File: src/rtl/lexer_token_classifier_top_defines.svh
// ----------------------------------------------------------------------------
// Lexer token classifier assertion macros
// Concurrent assertion shorthands, compiled out when SYNTHESIS is defined.
// ----------------------------------------------------------------------------
`ifndef LEXER_TOKEN_CLASSIFIER_TOP_DEFINES_SVH
`define LEXER_TOKEN_CLASSIFIER_TOP_DEFINES_SVH

`ifndef SYNTHESIS

// The condition must never hold while out of reset.
`define LTC_ASSERT_NEVER(label, cond) \
    label: assert property (@(posedge i_clk) disable iff (!i_rst_n) !(cond)) \
        else $error("assertion failed: never");

// The antecedent implies the consequent in the same cycle.
`define LTC_ASSERT_IMPL(label, ante, cons) \
    label: assert property (@(posedge i_clk) disable iff (!i_rst_n) (ante) |-> (cons)) \
        else $error("assertion failed: implication");

// The antecedent implies the consequent in the next cycle.
`define LTC_ASSERT_NEXT(label, ante, cons) \
    label: assert property (@(posedge i_clk) disable iff (!i_rst_n) (ante) |=> (cons)) \
        else $error("assertion failed: next-cycle implication");

`else

`define LTC_ASSERT_NEVER(label, cond)
`define LTC_ASSERT_IMPL(label, ante, cons)
`define LTC_ASSERT_NEXT(label, ante, cons)

`endif

`endif

File: src/rtl/ltc_pkg.sv
`timescale 1ns / 1ps
// ----------------------------------------------------------------------------
// Lexer token classifier package
// Token type codes, character constants and operator lookup functions.
// ----------------------------------------------------------------------------
package ltc_pkg;

    typedef logic [7:0] t_char;
    typedef logic [5:0] t_token;
    typedef logic [2:0] t_count;

    localparam t_token T_NUMBER       = 6'd0;
    localparam t_token T_STRING       = 6'd1;
    localparam t_token T_IDENT        = 6'd2;
    localparam t_token T_OPEN         = 6'd3;
    localparam t_token T_CLOSE        = 6'd4;
    localparam t_token T_ADD          = 6'd5;
    localparam t_token T_ADD_ASSIGN   = 6'd6;
    localparam t_token T_INCREMENT    = 6'd7;
    localparam t_token T_SUBTRACT     = 6'd8;
    localparam t_token T_NEGATE       = 6'd9;
    localparam t_token T_SUB_ASSIGN   = 6'd10;
    localparam t_token T_DECREMENT    = 6'd11;
    localparam t_token T_MULTIPLY     = 6'd12;
    localparam t_token T_MUL_ASSIGN   = 6'd13;
    localparam t_token T_DIVIDE       = 6'd14;
    localparam t_token T_DIV_ASSIGN   = 6'd15;
    localparam t_token T_FLOOR_DIV    = 6'd16;
    localparam t_token T_FLOOR_ASSIGN = 6'd17;
    localparam t_token T_MODULO       = 6'd18;
    localparam t_token T_MOD_ASSIGN   = 6'd19;
    localparam t_token T_ASSIGN       = 6'd20;
    localparam t_token T_EQUAL        = 6'd21;
    localparam t_token T_LESS         = 6'd22;
    localparam t_token T_MORE         = 6'd23;
    localparam t_token T_LESS_EQUAL   = 6'd24;
    localparam t_token T_MORE_EQUAL   = 6'd25;
    localparam t_token T_NOT_EQUAL    = 6'd26;
    localparam t_token T_NOT          = 6'd27;
    localparam t_token T_INVALID      = 6'd36;
    localparam t_token T_AMBIGUOUS    = 6'd37;
    localparam t_token T_EOE          = 6'd38;
    localparam t_token T_LAST_CODE    = 6'd39;
    localparam t_token T_NO_MATCH     = 6'd63;

    localparam t_count COUNT_MAX = 3'd4;

    localparam t_char C_NEWLINE = 8'h0A;
    localparam t_char C_BANG    = 8'h21;
    localparam t_char C_QUOTE   = 8'h22;
    localparam t_char C_PERCENT = 8'h25;
    localparam t_char C_LPAREN  = 8'h28;
    localparam t_char C_RPAREN  = 8'h29;
    localparam t_char C_STAR    = 8'h2A;
    localparam t_char C_PLUS    = 8'h2B;
    localparam t_char C_MINUS   = 8'h2D;
    localparam t_char C_SLASH   = 8'h2F;
    localparam t_char C_ZERO    = 8'h30;
    localparam t_char C_NINE    = 8'h39;
    localparam t_char C_LESS    = 8'h3C;
    localparam t_char C_EQUALS  = 8'h3D;
    localparam t_char C_GREATER = 8'h3E;
    localparam t_char C_UPPER_A = 8'h41;
    localparam t_char C_UPPER_Z = 8'h5A;
    localparam t_char C_UNDER   = 8'h5F;
    localparam t_char C_LOWER_A = 8'h61;
    localparam t_char C_LOWER_Z = 8'h7A;

    function automatic logic is_digit(input t_char c);
        return (c >= C_ZERO) && (c <= C_NINE);
    endfunction

    function automatic logic is_alpha(input t_char c);
        return ((c >= C_LOWER_A) && (c <= C_LOWER_Z)) ||
               ((c >= C_UPPER_A) && (c <= C_UPPER_Z));
    endfunction

    function automatic t_token op_single(input t_char a);
        t_token t;
        case (a)
            C_LPAREN:  t = T_OPEN;
            C_RPAREN:  t = T_CLOSE;
            C_PLUS:    t = T_ADD;
            C_STAR:    t = T_MULTIPLY;
            C_SLASH:   t = T_DIVIDE;
            C_PERCENT: t = T_MODULO;
            C_EQUALS:  t = T_ASSIGN;
            C_LESS:    t = T_LESS;
            C_GREATER: t = T_MORE;
            C_BANG:    t = T_NOT;
            C_NEWLINE: t = T_EOE;
            default:   t = T_NO_MATCH;
        endcase
        return t;
    endfunction

    function automatic t_token op_double(input t_char a, input t_char b);
        t_token t;
        t = T_NO_MATCH;
        if (b == C_EQUALS) begin
            case (a)
                C_PLUS:    t = T_ADD_ASSIGN;
                C_MINUS:   t = T_SUB_ASSIGN;
                C_STAR:    t = T_MUL_ASSIGN;
                C_SLASH:   t = T_DIV_ASSIGN;
                C_PERCENT: t = T_MOD_ASSIGN;
                C_EQUALS:  t = T_EQUAL;
                C_LESS:    t = T_LESS_EQUAL;
                C_GREATER: t = T_MORE_EQUAL;
                C_BANG:    t = T_NOT_EQUAL;
                default:   t = T_NO_MATCH;
            endcase
        end else if ((a == C_PLUS) && (b == C_PLUS)) begin
            t = T_INCREMENT;
        end else if ((a == C_MINUS) && (b == C_MINUS)) begin
            t = T_DECREMENT;
        end else if ((a == C_SLASH) && (b == C_SLASH)) begin
            t = T_FLOOR_DIV;
        end
        return t;
    endfunction

    function automatic t_token minus_context(input t_token prev);
        t_token t;
        case (prev)
            T_NUMBER, T_STRING, T_IDENT, T_CLOSE, T_INCREMENT, T_DECREMENT:
                t = T_SUBTRACT;
            T_INVALID, T_AMBIGUOUS:
                t = T_AMBIGUOUS;
            default:
                t = (prev <= T_LAST_CODE) ? T_NEGATE : T_AMBIGUOUS;
        endcase
        return t;
    endfunction

endpackage

File: src/rtl/lexer_token_classifier_top.sv
`timescale 1ns / 1ps
// ----------------------------------------------------------------------------
// Lexer token classifier
// Classifies one delimited token from its characters, one per request.
// ----------------------------------------------------------------------------
// The block takes characters while o_s_tready is high and keeps running
// flags plus the first three characters of the current token in registers.
// A character marked last produces one registered token type request; other
// characters produce none. Classification is a single pass of shallow logic
// between the token state registers and the result register, sustaining one
// character per clock while results are taken. A skid entry behind the result
// register lets input continue for one more token while a result is stalled.
`include "lexer_token_classifier_top_defines.svh"

module lexer_token_classifier_top
    import ltc_pkg::*;
(
    input  logic        i_clk,
    input  logic        i_rst_n,
    input  logic        i_s_tvalid,
    output logic        o_s_tready,
    input  logic [15:0] i_s_tdata,   // [7:0] char_code, [13:8] prev_type, [15:14] zero
    input  logic        i_s_tlast,   // last
    output logic        o_m_tvalid,
    input  logic        i_m_tready,
    output logic [7:0]  o_m_tdata    // [5:0] token_type, [7:6] zero
);

    t_char  c;
    t_token prev;
    logic   quote;
    logic   s_accept;
    logic   res_valid;
    logic   out_free;
    t_token res_type;

    t_count r_count;
    t_char  r_fc [0:2];
    logic   r_all_digits;
    logic   r_ident_ok;
    logic   r_starts_quote;
    logic   r_inner_quote;
    logic   r_prior_quote;

    t_count n_count;
    t_char  n_fc [0:2];
    logic   n_all_digits;
    logic   n_ident_ok;
    logic   n_starts_quote;
    logic   n_inner_quote;

    logic   r_out_valid;
    logic   r_skid_valid;
    t_token r_out_type;
    t_token r_skid_type;

    assign c        = i_s_tdata[7:0];
    assign prev     = i_s_tdata[13:8];
    assign quote    = (c == C_QUOTE);
    assign s_accept = i_s_tvalid && o_s_tready;
    assign res_valid = s_accept && i_s_tlast;
    assign out_free = !r_out_valid || i_m_tready;

    assign o_s_tready = !r_skid_valid;
    assign o_m_tvalid = r_out_valid;
    assign o_m_tdata  = {2'b00, r_out_type};

    always_comb begin
        for (int i = 0; i < 3; i++) begin
            n_fc[i] = (r_count == 3'(i)) ? c : r_fc[i];
        end
        if (r_count == 3'd0) begin
            n_ident_ok     = is_alpha(c) || (c == C_UNDER);
            n_all_digits   = is_digit(c);
            n_starts_quote = quote;
            n_inner_quote  = r_inner_quote;
        end else begin
            n_ident_ok     = r_ident_ok && (is_alpha(c) || is_digit(c) || (c == C_UNDER));
            n_all_digits   = r_all_digits && is_digit(c);
            n_starts_quote = r_starts_quote;
            n_inner_quote  = r_inner_quote || ((r_count >= 3'd2) && r_prior_quote);
        end
        n_count = (r_count < COUNT_MAX) ? r_count + 3'd1 : r_count;
    end

    always_comb begin
        res_type = T_NO_MATCH;
        if (n_count == 3'd1) begin
            res_type = op_single(n_fc[0]);
        end else if (n_count == 3'd2) begin
            res_type = op_double(n_fc[0], n_fc[1]);
        end else if ((n_count == 3'd3) && (n_fc[0] == C_SLASH) && (n_fc[1] == C_SLASH) &&
                     (n_fc[2] == C_EQUALS)) begin
            res_type = T_FLOOR_ASSIGN;
        end
        if (res_type == T_NO_MATCH) begin
            if ((n_count == 3'd1) && (n_fc[0] == C_MINUS)) begin
                res_type = minus_context(prev);
            end else if (n_all_digits) begin
                res_type = T_NUMBER;
            end else if (n_starts_quote && quote && (n_count >= 3'd2) && !n_inner_quote) begin
                res_type = T_STRING;
            end else if (n_ident_ok) begin
                res_type = T_IDENT;
            end else begin
                res_type = T_INVALID;
            end
        end
    end

    always_ff @(posedge i_clk) begin
        if (!i_rst_n) begin
            r_count        <= 3'd0;
            r_fc[0]        <= '0;
            r_fc[1]        <= '0;
            r_fc[2]        <= '0;
            r_all_digits   <= 1'b1;
            r_ident_ok     <= 1'b1;
            r_starts_quote <= 1'b0;
            r_inner_quote  <= 1'b0;
            r_prior_quote  <= 1'b0;
        end else if (s_accept) begin
            if (i_s_tlast) begin
                r_count        <= 3'd0;
                r_fc[0]        <= '0;
                r_fc[1]        <= '0;
                r_fc[2]        <= '0;
                r_all_digits   <= 1'b1;
                r_ident_ok     <= 1'b1;
                r_starts_quote <= 1'b0;
                r_inner_quote  <= 1'b0;
                r_prior_quote  <= 1'b0;
            end else begin
                r_count        <= n_count;
                r_fc[0]        <= n_fc[0];
                r_fc[1]        <= n_fc[1];
                r_fc[2]        <= n_fc[2];
                r_all_digits   <= n_all_digits;
                r_ident_ok     <= n_ident_ok;
                r_starts_quote <= n_starts_quote;
                r_inner_quote  <= n_inner_quote;
                r_prior_quote  <= quote;
            end
        end
    end

    always_ff @(posedge i_clk) begin
        if (!i_rst_n) begin
            r_out_valid  <= 1'b0;
            r_skid_valid <= 1'b0;
        end else if (out_free) begin
            if (r_skid_valid) begin
                r_out_valid  <= 1'b1;
                r_skid_valid <= 1'b0;
            end else begin
                r_out_valid  <= res_valid;
            end
        end else if (res_valid) begin
            r_skid_valid <= 1'b1;
        end
    end

    always_ff @(posedge i_clk) begin
        if (out_free) begin
            r_out_type <= r_skid_valid ? r_skid_type : res_type;
        end else if (res_valid) begin
            r_skid_type <= res_type;
        end
    end

    `LTC_ASSERT_IMPL(a_skid_behind_out, r_skid_valid, r_out_valid)
    `LTC_ASSERT_NEXT(a_last_gives_result, s_accept && i_s_tlast, o_m_tvalid)
    `LTC_ASSERT_IMPL(a_type_in_range, o_m_tvalid, o_m_tdata[5:0] <= T_LAST_CODE)
    `LTC_ASSERT_NEVER(a_count_saturates, r_count > COUNT_MAX)

endmodule

File: config.mk
export PLATFORM = sky130hd
export DESIGN_NAME = lexer_token_classifier_top
export DESIGN_NICKNAME = d
export VERILOG_FILES = /design/src/rtl/ltc_pkg.sv /design/src/rtl/lexer_token_classifier_top.sv
export VERILOG_INCLUDE_DIRS = /design/src /design/src/rtl
export SDC_FILE = /design/constraint.sdc
export NUM_CORES = 1
export LEC_CHECK = 0
export BUFFER_PORTS_ARGS = -buffer_cell sky130_fd_sc_hd__buf_2
export CAP_MARGIN = 20
export CORE_ASPECT_RATIO = 1.1
export CORE_MARGIN = 1.5
export CORE_UTILIZATION = 54
export DETAILED_ROUTE_END_ITERATION = 12
export PLACE_DENSITY_LB_ADDON = 0.2
export SYNTH_ARGS = -nofsm -noshare
export SYNTH_HDL_FRONTEND = slang
export SYNTH_SLANG_ARGS = --single-unit
File: constraint.sdc
create_clock -name i_clk -period 3.1 [get_ports i_clk]
set_input_delay 0.62 -clock i_clk [delete_from_list [all_inputs] [get_ports i_clk]]
set_output_delay 0.62 -clock i_clk [all_outputs]
set_load 0.05 [all_outputs]
Word level (Yosys, flattened, before mapping)
Memory sizes are Yosys's and may differ from the RTL's.
Index checks and enable logic that the tools add are counted.
{"block": "totals", "register_bits": 22, "mem_bits_rw": 24, "inputBits": 21, "out_inout_bits": 10, "wordCells": 142, "n_memories": 1}
{"block": "op_classes", "addsub": 1, "n_lt_le_gt_ge": 10, "eq_ne": 32, "n_mux": 47, "bitwise": 8, "n_reduce_logical": 33}
{"memory": "r_fc", "words": 3, "width": 8, "read_ports": 3, "rd_ports_with_merged_regs": 0, "write_ports": 3, "line_no": "lexer_token_classifier_top.sv:38", "text": "t_char r_fc [0:2];"}
{"op": "8-bit by 6-bit == test with 1-bit output (second input constant)", "count": 17}
{"op": "6-bit two-way mux", "count": 14}
{"op": "8-bit two-way mux", "count": 9}
{"op": "6-bit case mux with 11 select lines", "count": 1}
{"op": "6-bit case mux with 9 select lines", "count": 1}
{"op": "1-bit two-way mux", "count": 19}
{"op": "6-bit == test (second input constant)", "count": 3}
{"op": "1-bit logical AND", "count": 18}
{"op": "8-bit by 7-bit greater-or-equal comparator with 1-bit output (second input constant)", "count": 2}
{"op": "8-bit by 7-bit <= comparator with 1-bit output (second input constant)", "count": 2}
{"op": "6-bit by 3-bit == test with 1-bit output (second input constant)", "count": 2}
{"op": "6-bit case mux with 2 select lines", "count": 1}
{"op": "3-bit by 2-bit == test with 1-bit output (second input constant)", "count": 3}
{"op": "8-bit by 4-bit == test with 1-bit output (second input constant)", "count": 1}
{"op": "8-bit by 7-bit == test with 1-bit output (second input constant)", "count": 1}
{"op": "8-bit by 6-bit greater-or-equal comparator with 1-bit output (second input constant)", "count": 1}
{"op": "8-bit by 6-bit <= comparator with 1-bit output (second input constant)", "count": 1}
{"op": "3-bit by 1-bit == test with 1-bit output (second input constant)", "count": 2}
{"op": "6-bit by 1-bit == test with 1-bit output (second input constant)", "count": 1}
{"op": "6-bit by 2-bit == test with 1-bit output (second input constant)", "count": 1}
{"op": "6-bit by 4-bit == test with 1-bit output (second input constant)", "count": 1}
{"op": "3-bit by 2-bit greater-or-equal comparator with 1-bit output (second input constant)", "count": 2}
{"op": "6-bit <= comparator (second input constant)", "count": 1}
{"op": "6-bit logical NOT", "count": 1}
{"op": "11 further kinds", "count": 26}

Logic depth before layout (Yosys ltp)
Gate-level depths: netlist of run 1.
{"block": "logic_depth", "ltp_word": 13, "ltp_mapped": 13, "mapped_depth_nobuf": 11}

Least setup slack after synthesis of run 1
No wires, ideal clock.
{"block": "synth_path", "kind": "register -> register", "startpoint": "register r_count[0]", "endpoint": "register r_out_type[1] (data pin)", "setup_ps": 300, "arrival_ps": 2668, "required_ps": 2800, "setup_slack_ps": 132, "path_stages_with_launch": 13, "cell_sequence": "dfxtp_1 > inv_1 > ha_1 > nand2b_1 > buf_6 > mux2_2 > nand4_2 > o22ai_2 > o311ai_1 > nand3_1 > or2_4 > nor3_4 > a31oi_1"}
{"block": "synth_via", "elab_chain_cells": 13, "elab_cells_between_ends": 64}
{"item": "start, declared", "line_no": "lexer_token_classifier_top.sv:37", "text": "t_count r_count;"}
{"item": "start signal, assigned", "line_no": "lexer_token_classifier_top.sv:134", "text": "r_count <= n_count;"}
{"item": "3-bit by 1-bit == test with 1-bit output or 3-bit logical NOT (tied branches)", "line_no": "lexer_token_classifier_top.sv:70, lexer_token_classifier_top.sv:72"}
{"item": "8-bit two-way mux", "line_no": "lexer_token_classifier_top.sv:70", "text": "n_fc[i] = (r_count == 3'(i)) ? c : r_fc[i];"}
{"item": "8-bit by 6-bit == test with 1-bit output, on equally long branches"}
{"item": "1-bit logical AND", "line_no": "ltc_pkg.sv:117", "text": "end else if ((a == C_SLASH) && (b == C_SLASH)) begin"}
{"item": "6-bit two-way mux", "line_no": "ltc_pkg.sv:117"}
{"item": "6-bit two-way mux", "line_no": "ltc_pkg.sv:115", "text": "end else if ((a == C_MINUS) && (b == C_MINUS)) begin"}
{"item": "6-bit two-way mux", "line_no": "ltc_pkg.sv:113", "text": "end else if ((a == C_PLUS) && (b == C_PLUS)) begin"}
{"item": "6-bit two-way mux", "line_no": "ltc_pkg.sv:100", "text": "if (b == C_EQUALS) begin"}
{"item": "6-bit two-way mux", "line_no": "lexer_token_classifier_top.sv:90", "text": "end else if (n_count == 3'd2) begin"}
{"item": "6-bit two-way mux", "line_no": "lexer_token_classifier_top.sv:88", "text": "if (n_count == 3'd1) begin"}
{"item": "6-bit == test", "line_no": "lexer_token_classifier_top.sv:96", "text": "if (res_type == T_NO_MATCH) begin"}
{"item": "6-bit two-way mux *", "line_no": "lexer_token_classifier_top.sv:96"}
{"item": "6-bit two-way mux *", "line_no": "lexer_token_classifier_top.sv:165", "text": "r_out_type <= r_skid_valid ? r_skid_type : res_type;"}
{"item": "end signal, assigned", "line_no": "lexer_token_classifier_top.sv:165"}
{"item": "end, declared", "line_no": "lexer_token_classifier_top.sv:54", "text": "t_token r_out_type;"}
Every way passes the cells marked *; elsewhere a longest branch is shown, timed or not.
A chain may end at the register's enable or synchronous reset.

Worst setup path after layout of run 1
{"block": "layout_path", "startpoint": "register r_count[1]", "endpoint": "register r_out_type[2] (data pin)"}
The elaborated chain is that of the path after synthesis.

==> results.py, run 1 <==
metrics = {
    "sta": {
        "rsz0062_at_grt": "yes",
        "worst_clock_skew_ps": 10.7,
        "slew_viol_final": 0,
        "tightest_slew_ps": 541,
        "max_slew_margin_pct": 63.8,
        "max_freq_mhz": 331,
        "period_share_pct": 97.4,
        "finalSetupViolations": 0,
        "hold_viol": 0,
        "post-route-min-period_ps": 3020,
        "whs_ps": 468,
    },
    "floorplan": {
        "die_h_um": 83.6,
        "num_rows": 29,
        "die_x_um": 76.3,
        "dieArea_um2": 6380,
        "num_io_pins": 31,
        "core_region_area_um2": 5730,
        "start_util_pct": 55.7,
    },
    "clock_tree": {
        "clk_latency_ps": 310,
        "cts.sinks": 46,
        "root_buffer": "clkbuf_8",
        "cts_tree": "built",
        "cts.path.max_buffers": 2,
        "cts_buffers": 5,
        "ctsHoldBuffers": 0,
        "htree_levels": 2,
        "clkTransAtPathRegs_ps": 80,
    },
    "route": {
        "drt-initial-drc-count": 324,
        "wl_per_cell_um": 17.5,
        "vias_per_cell": 6.21,
        "ant_nets": 0,
        "dr.pass1.iters": 5,
        "via_count": 3063,
        "drc": 0,
        "drt_wl_total_mm": 8.63,
    },
    "global_routing": {
        "first_global_vias": 2835,
        "grt_max_degree": 16,
        "antenna_found_initial": 0,
        "grt_overflow_total": 0,
        "grt_pass1_wl_mm": 13.7,
        "track_usage_pct": 26.7,
    },
    "status": {
        "status": "finished clean",
    },
    "finish": {
        "regArea_um2": 1280,
        "fin_nets": 440,
        "diodes": 0,
        "area_growth_pct": 25.3,
        "fill_cells": 453,
        "multi_input_area_um2": 1960,
        "final_util_pct": 69.7,
        "drive_above_1_share_pct": 30.3,
    },
    "run": {
        "maxCapViolations": 0,
    },
    "worst_setup_path": {
        "crit_type": "flop to flop",
        "start_kind": "flop",
        "cp_top_family": "compound AO/OA/AOI/OAI gates",
        "cp_data_required_time_ps": 3240,
        "crit_chain": "inv_2, ha_4, nand2b_4, bufbuf_16, mux2_4, and3_4, a211oi_4, o21ai_1, o31a_1, o21ai_4, buf_4, nor3_4, a31oi_1",
        "reg2reg_from": "r_count[1]$_SDFFE_PN0P_",
        "path_buf_inv": 3,
        "crit_fanout": 8,
        "crit_start": "r_count[1]$_SDFFE_PN0P_",
        "arrival_ps": 3160,
        "max_stage_delay_ps": 340,
        "crit_slowest_cell": "dfxtp_2",
        "critical_path.endpoint_type": "flop",
    },
    "synth": {
        "synth_edf_count": 36,
        "seq_area_frac_synth_pct": 40.2,
        "ys_seq_elements": 46,
        "synth-main-ff-cell": "edfxtp_1",
        "synth_cells": 353,
        "yosysWarnings": 0,
        "ys_types": 73,
        "synth_area_per_cell_um2": 9.04,
        "postSynth.asyncResetShare_pct": 0,
        "synth_area_um2": 3190,
    },
    "pwr": {
        "p_per_area_nw_per_um2": 376,
        "leakagePower_nw": 1.53,
        "ir_worst_vdd_mv": 0.274,
    },
    "placed_design": {
        "io_buffer_count": 26,
        "dpl.hpwl_mm": 5.87,
        "finalWeightedCongestion": 0.941,
    },
    "worst_hold_path": {
        "hold_class": "flop to flop",
        "hp-start": "r_all_digits$_SDFFE_PN1P_",
    },
}
cells in the final DEF, fill, tap and decap left out, types with 6 or more instances in the layout:
cell      instances
nand2_1          57
buf_4            40
o21ai_0          11
nor2b_1           6
edfxtp_1         36
nor2_1           32
a21oi_1          28
buf_2            26
mux2i_1           6
a31oi_1           6
dfxtp_1           8
nand3_1          11
inv_1            10
path summary, 6_finish.rpt:
kind,end,slack (ps),cells after the start
setup / recovery,r_out_type[2]$_DFFE_PP_,80,13
hold / removal,r_all_digits$_SDFFE_PN1P_,470,2
setup reg to reg,r_out_type[2]$_DFFE_PP_,80,13
hold reg to reg,r_all_digits$_SDFFE_PN1P_,470,2
synthesized netlist by cell type, types with 4 or more instances:
cell type / count / share of area, %
a21oi_1: 28 / 4.4
a31o_2: 6 / 1.6
a31oi_1: 7 / 1.4
and3_1: 6 / 1.2
clkbuf_1: 9 / 1.1
dfxtp_1: 10 / 6.3
edfxtp_1: 36 / 34
ha_1: 4 / 1.6
inv_1: 12 / 1.4
mux2_2: 4 / 1.4
mux2i_1: 7 / 2.2
nand2_1: 58 / 6.8
nand2b_1: 5 / 0.98
nand3_1: 12 / 1.9
nor2_1: 32 / 3.8
nor2b_1: 7 / 1.4
nor3b_1: 5 / 1.2
nor4_1: 4 / 0.78
nor4bb_1: 4 / 1.3
o211ai_1: 5 / 1.2
o21ai_0: 11 / 1.7
o22ai_1: 5 / 0.98
o31ai_1: 4 / 0.94
state kept, by name (all words and copies together) (netlist names):
register,cells
r_out_type,6
r_prior_quote,1
r_count,3
r_all_digits,1
r_fc,24
o_m_tvalid,1
r_starts_quote,1
r_ident_ok,1
r_skid_type,6
r_skid_valid,1
r_inner_quote,1
repair_timing:
item | 4_1_cts | 5_1_grt
resized for setup | 4 | 28
cloned | 3 | 0
pin swaps | 4 | 14
endpoints found under the setup margin | 10 | 12
buffers inserted | 4 | 11
final cells by class:
class | instances | share of cell area [%]
Inverter | 12 | 1.13
Clock buffer | 7 | 1.91
Clock inverter | 1 | 0.188
Sequential cell | 46 | 32.1
Tap cell | 77 | 2.41
Multi-Input combinational cell | 280 | 49.0
Timing Repair Buffer | 70 | 13.3
per-layer routing:
metal | GRT usage, % | wire length (um) | up-vias
li1 | - | - | 1451
met1 | 35.7 | 3650 | 1433
met2 | 44.1 | 4170 | 154
met3 | 3.61 | 576 | 25
met4 | 10.1 | 234 | 0
met5 | 0 | 0 | -
kinds of logic after synthesis:
family	share of synthesized area (%)
and+or+nand+nor	25.0
DFF	40.2
adders and majority gates	1.88
buffers and inverters	4.23
xor gates and xnor gates	0.275
muxes	6.04
AOI/OAI and AO/OA	22.3
other	0.118
per-stage QoR:
step / setup TNS, ps / cell area [um^2] / cells / setup slack [ps] / power [mW]
after CTS: 0 / 3760 / 482 / 2.10 / 1.47
after floorplan: 0 / 3190 / 354 / 132 / 0.983
final: 0 / 4000 / 493 / 80.5 / 1.50
after detailed placement: -213 / 3550 / 467 / -41.1 / 1.08
after global placement: 0 / 3550 / 467 / 19.8 / 1.08
after global routing: -266 / 4000 / 493 / -62.2 / 1.56
worst register-to-register path, delay by kind of cell, from the launching register on:
family,cells,cell delay [ps]
adder cells (fa/ha/maj),1,170
AO/OA/AOI/OAI,5,1160
buffers and inverters,3,520
multiplexers,1,330
flip-flops,1,340
AND/OR/NAND/NOR,3,360
power breakdown:
part	switching, mW	internal [mW]	total, mW
Combinational	0.247	0.162	0.409
Clock	0.209	0.160	0.369
Sequential	0.0172	0.709	0.726
Total	0.474	1.03	1.50
(Power assumes the default switching activity.)
==> run 2: changes to the inputs <==
--- a/config.mk
+++ b/config.mk
@@ -12,7 +12,7 @@
 export CORE_MARGIN = 1.5
 export CORE_UTILIZATION = 54
 export DETAILED_ROUTE_END_ITERATION = 12
-export PLACE_DENSITY_LB_ADDON = 0.2
+export PLACE_DENSITY = 0.79
 export SYNTH_ARGS = -nofsm -noshare
 export SYNTH_HDL_FRONTEND = slang
 export SYNTH_SLANG_ARGS = --single-unit
==> results.py, run 2 (synthesis results as in run 1) <==
metrics = {
    "status": {
        "status": "finished clean",
    },
    "clock_tree": {
        "cts_buffers": 5,
        "ctsHoldBuffers": 0,
        "clkTransAtPathRegs_ps": 90,
        "cts_tree": "built",
        "clk_latency_ps": 310,
        "root_buffer": "clkbuf_8",
        "htree_levels": 2,
        "cts.sinks": 46,
        "cts.path.max_buffers": 2,
    },
    "finish": {
        "area_growth_pct": 24.2,
        "mostFrequentLayoutCells": "58 x nand2_1, 46 x buf_4, 36 x edfxtp_1, 32 x nor2_1, 28 x a21oi_1",
        "design_area_um2": 3960,
        "largest_reg_flops": 24,
        "diodes": 0,
        "fin_nets": 445,
        "final_util_pct": 69.1,
        "fill_cells": 463,
        "regMostFlops": "r_fc",
        "top_regs": "r_fc x24, r_out_type x6, r_skid_type x6",
        "drive_above_1_share_pct": 30.4,
        "layout_commonest_cell": "nand2_1",
    },
    "sta": {
        "tightest_slew_ps": 548,
        "max_freq_mhz": 329,
        "worst_clock_skew_ps": 15.8,
        "finalSetupViolations": 0,
        "post-route-min-period_ps": 3040,
        "max_slew_margin_pct": 63.3,
        "hold_viol": 0,
        "period_share_pct": 97.9,
        "slew_viol_final": 0,
        "whs_ps": 478,
    },
    "worst_setup_path": {
        "start_kind": "flop",
        "cp_data_required_time_ps": 3260,
        "reg2reg_depth": 13,
        "crit_type": "flop to flop",
        "critical_path.endpoint_type": "flop",
        "rr_endpoint": "r_out_type[5]$_DFFE_PP_",
        "arrival_ps": 3200,
        "r2r_slack_ps": 60,
        "crit_fanout": 5,
        "reg2reg_from": "r_count[1]$_SDFFE_PN0P_",
    },
    "placed_design": {
        "place_area_um2": 3550,
        "dpl.hpwl_mm": 5.66,
        "io_buffer_count": 26,
        "finalWeightedCongestion": 1.04,
    },
    "floorplan": {
        "die_x_um": 76.3,
        "num_io_pins": 31,
        "dieArea_um2": 6380,
        "start_util_pct": 55.7,
        "core_region_area_um2": 5730,
        "die_h_um": 83.6,
        "num_rows": 29,
    },
    "pwr": {
        "leakagePower_nw": 1.53,
        "p_per_area_nw_per_um2": 378,
        "ir_worst_vdd_mv": 0.340,
    },
    "route": {
        "wl_per_cell_um": 17.2,
        "ant_nets": 0,
        "vias_per_cell": 6.25,
        "dr.pass1.iters": 5,
        "via_count": 3113,
        "drt_wl_total_mm": 8.59,
        "drc": 0,
        "drt-initial-drc-count": 326,
    },
    "global_routing": {
        "first_global_vias": 2693,
        "grt_pass1_wl_mm": 12.8,
        "grt_max_degree": 20,
        "grt_overflow_total": 0,
        "antenna_found_initial": 0,
        "track_usage_pct": 24.9,
    },
    "worst_hold_path": {
        "holdPathStages": 2,
        "min_to": "r_all_digits$_SDFFE_PN1P_",
        "hp-start": "r_all_digits$_SDFFE_PN1P_",
        "hold_class": "flop to flop",
    },
    "run": {
        "maxCapViolations": 0,
    },
}
## run 2: cell count changes in the layout (fill, tap and decap cells not counted), sizes merged
cell | before | now
clkinvlp | 1 | 0
bufbuf | 1 | 0
buf | 69 | 73
clkinv | 0 | 3
## run 2: final cells by class
| cell class | count | area (um^2) | area share (%) |
|---|---|---|---|
| clock buffers | 5 | 68.8 | 1.74 |
| clock inverters | 3 | 16.3 | 0.410 |
| inverters | 12 | 45.0 | 1.14 |
| multi-input cells | 280 | 1910 | 48.1 |
| flip-flops and latches | 46 | 1280 | 32.4 |
| well taps | 77 | 96.3 | 2.43 |
| repair buffers | 75 | 546 | 13.8 |
## run 2: power breakdown
part	switching (mW)	internal [mW]	leakage (nW)
clock	0.211	0.155	0.0432
combinational	0.245	0.162	1.02
sequential	0.0181	0.709	0.470
## run 2: through the flow
stage	TNS (ps)	cells	power (mW)	setup slack (ps)
after detailed placement	-14.4	467	1.08	-14.4
after CTS	0	477	1.45	10.7
final	0	498	1.50	63.6
after global routing	-364	498	1.56	-87.0
after global placement	0	467	1.07	65.4
after floorplan	0	354	0.983	132
## run 2: how the worst max path moves through the flow
stage / start / to / slack [ps] / cells past startpoint
after floorplan: r_count[0]$_SDFFE_PN0P_ / r_out_type[1]$_DFFE_PP_ / 130 / 12
after global placement: r_count[1]$_SDFFE_PN0P_ / r_out_type[1]$_DFFE_PP_ / 70 / 12
after detailed placement: r_count[1]$_SDFFE_PN0P_ / r_out_type[1]$_DFFE_PP_ / -10 / 12
after CTS: r_count[1]$_SDFFE_PN0P_ / r_out_type[4]$_DFFE_PP_ / 10 / 13
after global routing: r_count[1]$_SDFFE_PN0P_ / r_out_type[4]$_DFFE_PP_ / -90 / 14
final: r_count[1]$_SDFFE_PN0P_ / r_out_type[5]$_DFFE_PP_ / 60 / 13
## run 2: metal layers
layer | GRT usage, % | part of all wire (%)
met1 | 33.2 | 42
met2 | 40.6 | 49
met3 | 3.83 | 7.1
met4 | 9.60 | 2.6
met5 | 0 | 0
## run 2: critical path, stage by stage, from the launching register on
cell       delay [ps]
dfxtp_2           340
inv_2              50
ha_4              160
nand2b_4          120
buf_12            140
mux2_4            350
nand4_1           230
o21ai_2           130
o31a_1            360
o2111ai_1         190
o21ai_4           160
buf_4             170
o41a_1            370
a2bb2oi_2         110
## run 2: repair_timing
item	in CTS	in global routing
resized for setup	1	23
buffers inserted	2	18
pin swaps	1	11
cloned	0	3
setup endpoints to repair	3	12
